===== src/rtl/tarp_pkg.sv =====
// shared types and constants of the typed array record parser
package tarp_pkg;

  // result kinds, carried on tuser
  typedef enum logic [1:0] {
    KIND_HEADER   = 2'd0,
    KIND_ELEMENT  = 2'd1,
    KIND_BAD_TYPE = 2'd2,
    KIND_BAD_LEN  = 2'd3
  } kind_t;

  // element type codes
  localparam logic [2:0] TYPE_INTE = 3'd0;
  localparam logic [2:0] TYPE_REAL = 3'd1;
  localparam logic [2:0] TYPE_DOUB = 3'd2;
  localparam logic [2:0] TYPE_LOGI = 3'd3;
  localparam logic [2:0] TYPE_CHAR = 3'd4;

  // four-character type tags as they arrive, first byte most significant
  localparam logic [31:0] TAG_INTE = 32'h494E_5445;
  localparam logic [31:0] TAG_REAL = 32'h5245_414C;
  localparam logic [31:0] TAG_DOUB = 32'h444F_5542;
  localparam logic [31:0] TAG_LOGI = 32'h4C4F_4749;
  localparam logic [31:0] TAG_CHAR = 32'h4348_4152;

  // fixed field sizes in bytes
  localparam logic [3:0] MARKER_BYTES = 4'd4;
  localparam logic [3:0] TYPE_BYTES   = 4'd4;

  // output word layout
  localparam int TDATA_W = 200;

  typedef struct packed {
    logic [33:0] element_index;
    logic [63:0] element_value;
    logic [30:0] element_count;
    logic [2:0]  type_code;
    logic [63:0] keyword;
  } result_t;

  // element size in bytes for a type code
  function automatic logic [3:0] elem_size(input logic [2:0] code);
    logic [3:0] sz;
    case (code)
      TYPE_DOUB: sz = 4'd8;
      TYPE_CHAR: sz = 4'd1;
      default:   sz = 4'd4;
    endcase
    return sz;
  endfunction

endpackage


===== src/rtl/typed_array_record_parser.sv =====
// typed array record parser: splits a byte stream of length-marked records into results
//
// Takes one byte per accepted word on the slave side and parses big-endian,
// length-marked records: a header record (marker, keyword, element count, type
// code, marker) followed by data records (length, element bytes, trailer) until
// the array's element budget is used. One header result is given when the type
// code completes and one element result per assembled element, with tlast set
// on the element that uses up the budget. An unknown type or a bad record
// length gives an error result and the parser then ignores all bytes until
// reset. Each byte is handled in the cycle it is taken: the parser state and an
// output register update together, so one byte is accepted every clock while
// the master side keeps up; a held result stalls the input only while tready
// on the master side is low. The result appears in the cycle after its byte.
module typed_array_record_parser #(
  parameter int KEYWORD_BYTES = 8
) (
  input  logic                        clk,
  input  logic                        rst,
  input  logic                        s_tvalid,
  output logic                        s_tready,
  input  logic [7:0]                  s_tdata,   // data_byte
  output logic                        m_tvalid,
  input  logic                        m_tready,
  // keyword[63:0], type_code[66:64], element_count[97:67],
  // element_value[161:98], element_index[195:162], zero pad
  output logic [tarp_pkg::TDATA_W-1:0] m_tdata,
  output logic [1:0]                  m_tuser,   // kind
  output logic                        m_tlast    // last_of_array
);
  import tarp_pkg::*;

  localparam int KW_W = 8 * KEYWORD_BYTES;

  // parse phases
  localparam logic [2:0] PH_LEAD   = 3'd0;
  localparam logic [2:0] PH_KEY    = 3'd1;
  localparam logic [2:0] PH_COUNT  = 3'd2;
  localparam logic [2:0] PH_TYPE   = 3'd3;
  localparam logic [2:0] PH_TRAIL  = 3'd4;
  localparam logic [2:0] PH_RLEN   = 3'd5;
  localparam logic [2:0] PH_DATA   = 3'd6;
  localparam logic [2:0] PH_RTRAIL = 3'd7;

  logic [2:0]      phase, phase_next;
  logic [3:0]      fcount, fcount_next;
  logic [KW_W-1:0] keyword_reg, keyword_reg_next;
  logic [31:0]     count_reg, count_reg_next;
  logic [2:0]      elem_type, elem_type_next;
  logic [34:0]     remaining, remaining_next;
  logic [31:0]     rec_left, rec_left_next;
  logic [63:0]     assembly, assembly_next;
  logic [34:0]     position, position_next;
  logic            halted, halted_next;

  logic            accept;
  logic            res_valid;
  logic [1:0]      res_kind;
  logic            res_last;
  result_t         res;

  logic [3:0]      fcount_inc;
  logic [30:0]     declared;
  logic [3:0]      wsize;
  logic [31:0]     rec_shift;
  logic [31:0]     rec_dec;
  logic [31:0]     type_word;
  logic [63:0]     asm_shift;
  logic [34:0]     remaining_dec;

  assign s_tready = !m_tvalid || m_tready;
  assign accept   = s_tvalid && s_tready;

  // shared helpers of the phase logic
  assign fcount_inc    = fcount + 4'd1;
  assign declared      = count_reg[31] ? 31'd0 : count_reg[30:0];
  assign wsize         = elem_size(elem_type);
  assign rec_shift     = {rec_left[23:0], s_tdata};
  assign rec_dec       = rec_left - 32'd1;
  assign type_word     = {assembly[23:0], s_tdata};
  assign asm_shift     = {assembly[55:0], s_tdata};
  assign remaining_dec = remaining - 35'd1;

  // phase logic for one byte
  always_comb begin
    phase_next       = phase;
    fcount_next      = fcount;
    keyword_reg_next = keyword_reg;
    count_reg_next   = count_reg;
    elem_type_next   = elem_type;
    remaining_next   = remaining;
    rec_left_next    = rec_left;
    assembly_next    = assembly;
    position_next    = position;
    halted_next      = halted;
    res_valid        = 1'b0;
    res_kind         = KIND_HEADER;
    res_last         = 1'b0;
    res.keyword       = 64'(keyword_reg);
    res.type_code     = elem_type;
    res.element_count = declared;
    res.element_value = 64'd0;
    res.element_index = 34'd0;
    if (!halted) begin
      case (phase)
        PH_LEAD: begin
          fcount_next = fcount_inc;
          if (fcount_inc >= MARKER_BYTES) begin
            keyword_reg_next = '0;
            phase_next       = PH_KEY;
            fcount_next      = 4'd0;
          end
        end
        PH_KEY: begin
          keyword_reg_next = (keyword_reg << 8) | KW_W'(s_tdata);
          fcount_next      = fcount_inc;
          if (fcount_inc >= 4'(KEYWORD_BYTES)) begin
            count_reg_next = 32'd0;
            phase_next     = PH_COUNT;
            fcount_next    = 4'd0;
          end
        end
        PH_COUNT: begin
          count_reg_next = {count_reg[23:0], s_tdata};
          fcount_next    = fcount_inc;
          if (fcount_inc >= MARKER_BYTES) begin
            assembly_next = 64'd0;
            phase_next    = PH_TYPE;
            fcount_next   = 4'd0;
          end
        end
        PH_TYPE: begin
          assembly_next = {32'd0, type_word};
          fcount_next   = fcount_inc;
          if (fcount_inc >= TYPE_BYTES) begin
            assembly_next = 64'd0;
            res_valid     = 1'b1;
            case (type_word)
              TAG_INTE: elem_type_next = TYPE_INTE;
              TAG_REAL: elem_type_next = TYPE_REAL;
              TAG_DOUB: elem_type_next = TYPE_DOUB;
              TAG_LOGI: elem_type_next = TYPE_LOGI;
              TAG_CHAR: elem_type_next = TYPE_CHAR;
              default:  elem_type_next = elem_type;
            endcase
            if (type_word != TAG_INTE && type_word != TAG_REAL &&
                type_word != TAG_DOUB && type_word != TAG_LOGI &&
                type_word != TAG_CHAR) begin
              halted_next   = 1'b1;
              res_kind      = KIND_BAD_TYPE;
              res.type_code = TYPE_INTE;
            end else begin
              res_kind       = KIND_HEADER;
              res.type_code  = elem_type_next;
              remaining_next = (elem_type_next == TYPE_CHAR) ? {1'b0, declared, 3'd0}
                                                             : {4'd0, declared};
              position_next  = 35'd0;
              phase_next     = PH_TRAIL;
              fcount_next    = 4'd0;
            end
          end
        end
        PH_TRAIL, PH_RTRAIL: begin
          fcount_next = fcount_inc;
          if (fcount_inc >= MARKER_BYTES) begin
            rec_left_next = 32'd0;
            phase_next    = (remaining != 35'd0) ? PH_RLEN : PH_LEAD;
            fcount_next   = 4'd0;
          end
        end
        PH_RLEN: begin
          rec_left_next = rec_shift;
          fcount_next   = fcount_inc;
          if (fcount_inc >= MARKER_BYTES) begin
            // sizes are powers of two, so the remainder is a mask
            if (rec_shift[31] || ((rec_shift[3:0] & (wsize - 4'd1)) != 4'd0)) begin
              halted_next = 1'b1;
              res_valid   = 1'b1;
              res_kind    = KIND_BAD_LEN;
            end else begin
              assembly_next = 64'd0;
              phase_next    = (rec_shift == 32'd0) ? PH_RTRAIL : PH_DATA;
              fcount_next   = 4'd0;
            end
          end
        end
        PH_DATA: begin
          assembly_next = asm_shift;
          fcount_next   = fcount_inc;
          rec_left_next = rec_dec;
          if (fcount_inc >= wsize) begin
            res_valid         = 1'b1;
            res_kind          = KIND_ELEMENT;
            res.element_value = (elem_type == TYPE_LOGI) ? {63'd0, |asm_shift} : asm_shift;
            res.element_index = position[33:0];
            if (remaining != 35'd0) begin
              remaining_next = remaining_dec;
              res_last       = (remaining_dec == 35'd0);
            end
            position_next = position + 35'd1;
            assembly_next = 64'd0;
            fcount_next   = 4'd0;
          end
          if (rec_dec == 32'd0) begin
            phase_next  = PH_RTRAIL;
            fcount_next = 4'd0;
          end
        end
        default: begin
          phase_next  = PH_LEAD;
          fcount_next = 4'd0;
        end
      endcase
    end
  end

  // parser state
  always_ff @(posedge clk) begin
    if (rst) begin
      phase       <= PH_LEAD;
      fcount      <= 4'd0;
      keyword_reg <= '0;
      count_reg   <= 32'd0;
      elem_type   <= TYPE_INTE;
      remaining   <= 35'd0;
      rec_left    <= 32'd0;
      assembly    <= 64'd0;
      position    <= 35'd0;
      halted      <= 1'b0;
    end else if (accept) begin
      phase       <= phase_next;
      fcount      <= fcount_next;
      keyword_reg <= keyword_reg_next;
      count_reg   <= count_reg_next;
      elem_type   <= elem_type_next;
      remaining   <= remaining_next;
      rec_left    <= rec_left_next;
      assembly    <= assembly_next;
      position    <= position_next;
      halted      <= halted_next;
    end
  end

  // output register valid
  always_ff @(posedge clk) begin
    if (rst) begin
      m_tvalid <= 1'b0;
    end else if (accept && res_valid) begin
      m_tvalid <= 1'b1;
    end else if (m_tready) begin
      m_tvalid <= 1'b0;
    end
  end

  // output register payload
  always_ff @(posedge clk) begin
    if (accept && res_valid) begin
      m_tdata <= TDATA_W'(res);
      m_tuser <= res_kind;
      m_tlast <= res_last;
    end
  end

endmodule


===== config.mk =====
export PLATFORM = sky130hd
export DESIGN_NAME = typed_array_record_parser
export DESIGN_NICKNAME = d
export VERILOG_FILES = /design/src/rtl/tarp_pkg.sv /design/src/rtl/typed_array_record_parser.sv
export SDC_FILE = /design/constraint.sdc
export NUM_CORES = 1
export LEC_CHECK = 0
export BUFFER_PORTS_ARGS = -buffer_cell sky130_fd_sc_hd__buf_2
export CORE_ASPECT_RATIO = 0.8
export CORE_UTILIZATION = 51
export DETAILED_ROUTE_END_ITERATION = 10
export GPL_TIMING_DRIVEN = 0
export PLACE_DENSITY = 0.79
export SKIP_LAST_GASP = 1
export SYNTH_ARGS = -nofsm -noshare
export SYNTH_HDL_FRONTEND = slang
export SYNTH_SLANG_ARGS = --single-unit

===== constraint.sdc =====
create_clock -name clk -period 8.6 [get_ports clk]
set_input_delay 2.15 -clock clk [delete_from_list [all_inputs] [get_ports clk]]
set_output_delay 2.15 -clock clk [all_outputs]
set_load 0.02 [all_outputs]

Word-level counts from Yosys, hierarchy flattened
Index checks and enable logic that the tools add are counted.
- mux-type cells: 71
- reductions and logical operators: 36
- order comparisons: 3
- bitwise logic cells: 6
- eq/ne operators: 32
- $add $sub $neg: 5
- operators with widths (kind ; count):
    $mux 35 ; 7
    $pmux 56 s4 ; 1
    $mux 56 ; 3
    $eq 32x31->1 const B ; 5
    $ne 32x31->1 const B ; 5
    $pmux 35 s2 ; 2
    $pmux 64 s2 ; 1
    $mux 32 ; 3
    $pmux 32 s3 ; 1
    $logic_not 32->1 ; 2
    $mux 64 ; 1
    $or 64x8->64 ; 1
    $pmux 32 s2 ; 1
    $reduce_or 64->1 ; 1
    $mux 3 ; 17
    $add 35x1->35 const B ; 1
    $logic_not 35->1 ; 1
    $reduce_bool 35->1 ; 1
    $sub 35x1->35 const B ; 1
    $mux 34 ; 1
    $mux 4 ; 8
    $sub 32x1->32 const B ; 1
    $mux 31 ; 1
    $ne 2x2->1 const B ; 11
    34 further kinds ; 76
- output and inout bits: 205
- logic and storage cells: 169
- bits in registers: 465
- bits of input ports: 12

Logic depth before layout (Yosys ltp)
Gate-level depths: netlist of run 1.
- word-level depth: 12
- depth in mapped cells: 12
- mapped depth without buffers: 10

Worst setup path before layout of run 1
OpenSTA, ideal clock, no wires.
- path type: input-to-reg
- start point: input m_tready
- end point: register m_tdata[0] in the netlist's numbering (enable)
- buffers on the path: 1
- arrival time: 7.150 ns
- setup time: 0.551 ns
- stages: 7
- slack: 0.899 ns
- data required time: 8.049 ns
- cell sequence: nand2b_1 > nand2_1 > nor2_2 > clkbuf_1 > nand2_1 > o21a_1 > inv_1
- word-level cells in the longest chain between the ends: 3
- RTL lines (item ; line ; text):
    from (decl) ; typed_array_record_parser.sv:23 ; input logic m_tready,
    $logic_or 1x1->1 ; typed_array_record_parser.sv:70 ; assign s_tready = !m_tvalid || m_tready;
    $logic_and 1x1->1 ; typed_array_record_parser.sv:71 ; assign accept = s_tvalid && s_tready;
    $logic_and 1x1->1 ; typed_array_record_parser.sv:256 ; if (accept && res_valid) begin
    to (signal assigned) ; typed_array_record_parser.sv:257 ; m_tdata <= TDATA_W'(res);
    to (decl) ; typed_array_record_parser.sv:26 ; output logic [tarp_pkg::TDATA_W-1:0] m_tdata,
Every way passes these cells.
A chain may end at the register's enable or synchronous reset.

Final worst setup path of run 1
- start point: input s_tdata[2]
- end point: register remaining[6]
- word-level cells in the longest chain between the ends: 10
- elaborated cells between the ends (all ways): 25
- those cells by class: eq/ne: 12; mux: 8; reduce/logical: 5
- RTL lines (item ; line ; text):
    from (decl) ; typed_array_record_parser.sv:21 ; input logic [7:0] s_tdata,
    $eq 32x31->1 ; typed_array_record_parser.sv:137 ; case (type_word)
    $pmux 3 s5 ; typed_array_record_parser.sv:137 ;
    $mux 3 ; typed_array_record_parser.sv:134 ; if (fcount_inc >= TYPE_BYTES) begin
    $mux 3 ; typed_array_record_parser.sv:104 ; case (phase)
    $mux 3 ; typed_array_record_parser.sv:103 ; if (!halted) begin
    $eq 3x3->1 ; typed_array_record_parser.sv:154 ; remaining_next = (elem_type_next == TYPE_CHAR) ? {1'b0, declared, 3'd0}
    $mux 34 ; typed_array_record_parser.sv:154 ;
    $mux 35 ; typed_array_record_parser.sv:145 ; if (type_word != TAG_INTE && type_word != TAG_REAL &&
    $mux 35 ; typed_array_record_parser.sv:134 ;
    $pmux 35 s2 ; typed_array_record_parser.sv:104 ;
    to (signal assigned) ; typed_array_record_parser.sv:235 ; remaining <= remaining_next;
    to (decl) ; typed_array_record_parser.sv:49 ; logic [34:0] remaining, remaining_next;
Parallel ways exist; a longest one is shown, timed or not. The select of a mux whose other input is x is not followed.

==> results.toml, run 1 <==
[timing]
layout_setup_ws_ns = 3.25
maxClockFrequency_mhz = 187
unrepaired_setup_endpoints_after_global_routing = "false"
fin_crit_ns = 5.35
setup-tns-final_ns = 0
finalCritPeriodShare = 0.623
worstMarginPinSlew_ns = 1.28
final_hold_viol_count = 0
fin_worst_skew_ns = 0.0195
setup_viol_count_final = 0
slew-limit-headroom = 0.137
number_of_pins_exceeding_their_max_slew_limit_in_the_final_report = 0

[synth]
dominantRegCellSynth = "dfxtp_1"
synth_area_leader_cell = "edfxtp_1"
ys_top_cells_by_area = "edfxtp_1, dfxtp_1, a21oi_1, and2_1, nor2_1"
synth_enable_flop_cells = 199
synth-async-reset-ratio = 0
ys_ff_latch = 464
synth-warning-count = 0
synthesis.instances = 2172
synthesis.area_um2 = 20800
netlist-cell-type-count = 82
netlist.area_leader.share = 0.288
netlist_top_cells_count = "dfxtp_1, a21oi_1, edfxtp_1"
synth.yosys.seq_area_share = 0.543
yosys.cell_count.top_type = "dfxtp_1"
post_syn_area_per_cell_um2 = 9.56

[detailed_routing]
post_detailed_routing_wire_length_um = 67100
viasPerCell = 6.32
drc_errors = 0
dr.first_iter.drc_count = 2586
via_count = 19000
detail_route.first_pass.iterations = 6
postRouteAntennaNets = 0
detail_route.wl_per_cell_um = 22.3

[min_path]
worstHoldPathType = "reg2reg"
worstHoldStart = "keyword_reg[59]"

[final_layout]
layout.area.seq_um2 = 11300
num-fill-cells = 3298
synthToLayoutAreaGrowth_pct = 15.8
multi_input_area_um2 = 8710
largest_register_ffs = 196
final_layout_size_suffix_gt1_frac = 0.134
finish.cell_count_without_fillers = 3006
finish.net_count = 2456
final_util = 0.605
post-route-cell-area_um2 = 24100
antenna_cells = 0

[floorplanning]
placement_rows = 65
die_x_um = 228
die-height_um = 183
initial_utilization = 0.522
ioPinCount = 217
die_footprint_um2 = 41500
core_area_um2 = 39800

[setup_path]
critPathTopFamily = "buffers and inverters"
endpoint_kind = "flop"
timing.critical_path.slowest_cell_delay_ns = 0.72
worstPathBufferInverterCount = 4
startpoint_class = "input port"
crit_path_max_fanout = 10
path_common_cell = "buf_2"
worstSetupPathType = "in2reg"
cpMaxStageDelayCell = "a22oi_1"
crit_path_cells = "buf_2, clkbuf_1, and4b_1, nand3_1, a2111o_1, nand4_2, a22oi_1, buf_2, buf_1, o211ai_1, o41ai_1"
worst_ep_arrival_time_ns = 5.82
worst_ep_required_time_ns = 9.07
critical_path.reg2reg.startpoint = "elem_type[1]"
critical_path.startpoint = "s_tdata[2]"

[power_and_ir_drop]
share_comb_of_total_power = 0.019
netSwitchingPower_uw = 937
sequentialPowerShare = 0.523
worst_ir_drop_vdd_v = 0.000145
power.switching_fraction = 0.215
leakage_nw = 7.86
power.share.clock = 0.458
p_per_area_nw_per_um2 = 181
internal-power_mw = 3.42

[global_route]
grt.total_usage = 0.315
first_pass_grt_wire_length_um = 101000
grt_total_ovfl = 0
grt_start_max_net_pins = 136
first_global_vias = 17100
antenna_found_initial = 2

[clock_network]
cts_resized = 0
clkSinkCount = 464
h-tree-depth = 2
cts_tree = "built"
clk_transition_reported_paths_ns = 0.06
source_to_sink_clock_delay_at_the_later_pin_of_the_worst_skew_pair_ns = 0.57
cts_buffers = 45
cts_hold_repair.buffers = 0
clk_path_buf_depth = 3
postCtsSetupBuffers = 0
clock_tree.root_cell = "clkbuf_16"

[placed_design]
placed_cell_area_um2 = 22600
place.port_buffers = 209
place.detailed.instances = 2923
dp.final_hpwl_um = 47800
place_worst_setup_slack_ns = 2.85
place_congestion = 0.978

[run]
max_cap_viol_count = 0

[run_status]
run_status = "finished clean"
[final cells by class]
| class | count | share of cell area |
|---|---|---|
| multi-input cells | 1503 | 0.362 |
| clock buffers | 66 | 0.0526 |
| flip-flops and latches | 464 | 0.469 |
| clock inverters | 17 | 0.00936 |
| plain buffers | 179 | 0.0294 |
| well taps | 536 | 0.0279 |
| repair buffers | 212 | 0.0452 |
| inverters | 29 | 0.00484 |
[final timing paths]
path	slack (ns)	depth (start not counted)	to
max reg2reg	3.65	12	remaining[6]
min	0.43	0	m_tdata[59]
min reg2reg	0.43	0	m_tdata[59]
max	3.25	11	remaining[6]
[metrics by stage]
| stage | hold WS [ns] | power, mW |
|---|---|---|
| after global routing | 0.435 | 4.45 |
| final | 0.431 | 4.35 |
| after floorplan | 0.408 | 2.37 |
| after detailed placement | 0.417 | 2.41 |
| after CTS | 0.432 | 4.36 |
| after global placement | 0.416 | 2.40 |
[cells in the final DEF, fill, tap and decap left out, drive strengths merged, types with 19 or more instances in the layout]
cell	instances
buf	230
dfxtp	265
edfxtp	199
nor2b	35
nor2	166
or2	19
nand2	149
inv	32
a21oi	239
xnor2	28
and2	106
nand3	104
o21ai	123
clkbuf	227
nand4	83
and3	37
nor3	61
nor4	50
or3	29
[routing by layer]
layer	routed length [µm]	vias up	share of wire	GRT usage
met5	13	-	0.00019	0
met4	1750	2	0.026	0.0886
met3	7780	137	0.12	0.0601
met2	28900	1212	0.43	0.463
met1	28600	9128	0.43	0.470
li1	-	8521	-	-
[cell families after synthesis]
family,after synthesis,synth area share
AOI/OAI and AO/OA,529,0.154
xor gates and xnor gates,45,0.0190
adders and majority gates,10,0.00602
buffers and inverters,208,0.0393
DFF,464,0.543
muxes,14,0.00687
other,1,0.000181
and+or+nand+nor,901,0.232
[power groups by stage]
| stage | clock (mW) | combinational, mW | sequential [mW] |
|---|---|---|---|
| 2_1_floorplan | 0 | 0.0439 | 2.33 |
| 5_1_grt | 2.09 | 0.0861 | 2.28 |
| 3_5_place_dp | 0 | 0.0784 | 2.33 |
| 3_3_place_gp | 0 | 0.0772 | 2.33 |
| 6_report | 1.99 | 0.0831 | 2.28 |
| 4_1_cts | 2.00 | 0.0789 | 2.28 |
Power figures use the tool's default switching activity.
==> run 2: changes to the inputs <==
--- a/config.mk
+++ b/config.mk
@@ -10,7 +10,7 @@
 export CORE_UTILIZATION = 51
 export DETAILED_ROUTE_END_ITERATION = 10
 export GPL_TIMING_DRIVEN = 0
-export PLACE_DENSITY = 0.79
+export PLACE_DENSITY = 0.81
 export SKIP_LAST_GASP = 1
 export SYNTH_ARGS = -nofsm -noshare
 export SYNTH_HDL_FRONTEND = slang
==> constraint.sdc (replaced) <==
create_clock -name clk -period 4.4 [get_ports clk]
set_input_delay 1.1 -clock clk [delete_from_list [all_inputs] [get_ports clk]]
set_output_delay 1.1 -clock clk [all_outputs]
set_load 0.02 [all_outputs]
==> results.toml, run 2 (synthesis results as in run 1) <==
[run_status]
run_status = "finished clean"

[timing]
fin_crit_ns = 4.26
fin_worst_skew_ns = 0.0293
maxClockFrequency_mhz = 235
worstMarginPinSlew_ns = 1.30
finalCritPeriodShare = 0.968
slew-limit-headroom = 0.124
final_hold_viol_count = 0
number_of_pins_exceeding_their_max_slew_limit_in_the_final_report = 0
unrepaired_setup_endpoints_after_global_routing = "false"
worst_case_hold_slack_ns = 0.440
setup_viol_count_final = 0

[setup_path]
startpoint_class = "flop"
worstRegToRegCells = 8
timing.critical_path.slowest_cell_delay_ns = 1.07
worstSetupPathType = "reg2reg"
worst_ep_required_time_ns = 4.90
endpoint_kind = "flop"
crit_path_max_fanout = 10
worst_ep_arrival_time_ns = 4.76
crit_path_cells = "clkbuf_1, nor4_1, nand4_1, nor4_1, xnor2_1, nand4_1, or4_1, a211oi_1"
cpMaxStageDelayCell = "nor4_1"

[global_route]
first_pass_grt_wire_length_um = 101000
grt_total_ovfl = 0
grt_start_max_net_pins = 47
first_global_vias = 17500
antenna_found_initial = 1
grt.total_usage = 0.316

[floorplanning]
die_footprint_um2 = 41500
die-height_um = 183
ioPinCount = 217
core_area_um2 = 39800
die_x_um = 228
placement_rows = 65
initial_utilization = 0.522

[min_path]
worstHoldPathType = "reg2reg"
hold_path_depth = 0

[placed_design]
placed_cell_area_um2 = 22700
dp.final_hpwl_um = 47400
place_congestion = 0.971
place.port_buffers = 209

[power_and_ir_drop]
leakage_nw = 9.06
worst_ir_drop_vdd_v = 0.000253
report.power.total_mw = 8.50
p_per_area_nw_per_um2 = 353

[clock_network]
source_to_sink_clock_delay_at_the_later_pin_of_the_worst_skew_pair_ns = 0.58
h-tree-depth = 2
clock_tree.root_cell = "clkbuf_16"
clk_transition_reported_paths_ns = 0.07
clk_path_buf_depth = 3
cts_hold_repair.buffers = 0
clkSinkCount = 464
cts_buffers = 44
cts_tree = "built"

[detailed_routing]
viasPerCell = 6.30
detail_route.wl_per_cell_um = 22.2
drc_errors = 0
detail_route.first_pass.iterations = 6
post_detailed_routing_wire_length_um = 66900
postRouteAntennaNets = 0
dr.first_iter.drc_count = 2768
via_count = 19000

[run]
max_cap_viol_count = 0

[final_layout]
largest_register_ffs = 196
leading_cell_type_in_the_layout_fill_and_taps_excluded = "dfxtp_1"
post-route-cell-area_um2 = 24100
synthToLayoutAreaGrowth_pct = 16.1
final_util = 0.606
finish.net_count = 2458
layout.cells.most_common_list = "dfxtp_1, a21oi_1, buf_2"
final_layout_size_suffix_gt1_frac = 0.136
num-fill-cells = 3295
==> run 2: cell count changes in the layout (fill, tap and decap cells not counted), moves of 2 or more <==
cell,change
clkbuf_1,-3
nor2_1,-2
nor2_4,+2
clkinv_4,+2
clkbuf_8,-3
buf_12,+4
clkinv_1,+5
clkbuf_2,+3
clkinv_2,-2
==> run 2: through the flow <==
stage               std cells  setup WS (ns)  TNS, ns
detailed placement       2926         -0.171    -2.33
floorplan                2175          -1.14  -226.79
global placement         2920          -2.68  -533.97
CTS                      3007          0.186        0
global route             3008          0.101        0
finish                   3008          0.140        0
==> run 2: layer usage <==
metal / wire length, µm / part of all wire / vias up / GRT usage
met3: 8430 / 0.13 / 146 / 0.0879
li1: - / - / 8527 / -
met1: 27800 / 0.42 / 9063 / 0.448
met4: 1750 / 0.026 / 0 / 0.0996
met5: 0 / 0 / - / 0
met2: 28900 / 0.43 / 1228 / 0.464
==> run 2: area by class of cell <==
cell class	instances	area, µm²	share of cell area
clock buffers	62	1220	0.0506
clock inverters	19	238	0.00986
plain buffers	179	712	0.0295
diodes	1	2.50	0.000104
repair buffers	215	1140	0.0473
well taps	536	671	0.0278
multi-input cells	1503	8740	0.362
inverters	29	113	0.00467
flip-flops and latches	464	11300	0.468
==> run 2: what timing repair did <==
item / CTS / global route
gates resized for setup: 0 / 3
setup endpoints to repair: 0 / 15
endpoints found under the hold margin: 0 / 0
setup buffers: 0 / 0
==> run 2: where the power goes <==
part           switching, mW  internal (mW)  leakage, nW  total, mW
registers            0.00186           4.45         4.31       4.45
clock network           1.70           2.19        0.702       3.89
logic                  0.134         0.0277         4.05      0.162
==> run 2: worst max-delay path: cells and delay by family, from the launching register on <==
kind / cells / cell delay (ns)
AOI/OAI and AO/OA: 1 / 0.21
xor gates and xnor gates: 1 / 0.25
buffers and inverters: 1 / 0.22
DFF: 1 / 0.31
and+or+nand+nor: 5 / 3.18
==> run 2: final timing paths <==
check / startpoint / endpoint / slack, ns
max reg2reg: rec_left[2] / phase[0] / 0.14
min: keyword_reg[63] / m_tdata[63] / 0.44
min reg2reg: keyword_reg[63] / m_tdata[63] / 0.44
max: rec_left[2] / phase[0] / 0.14
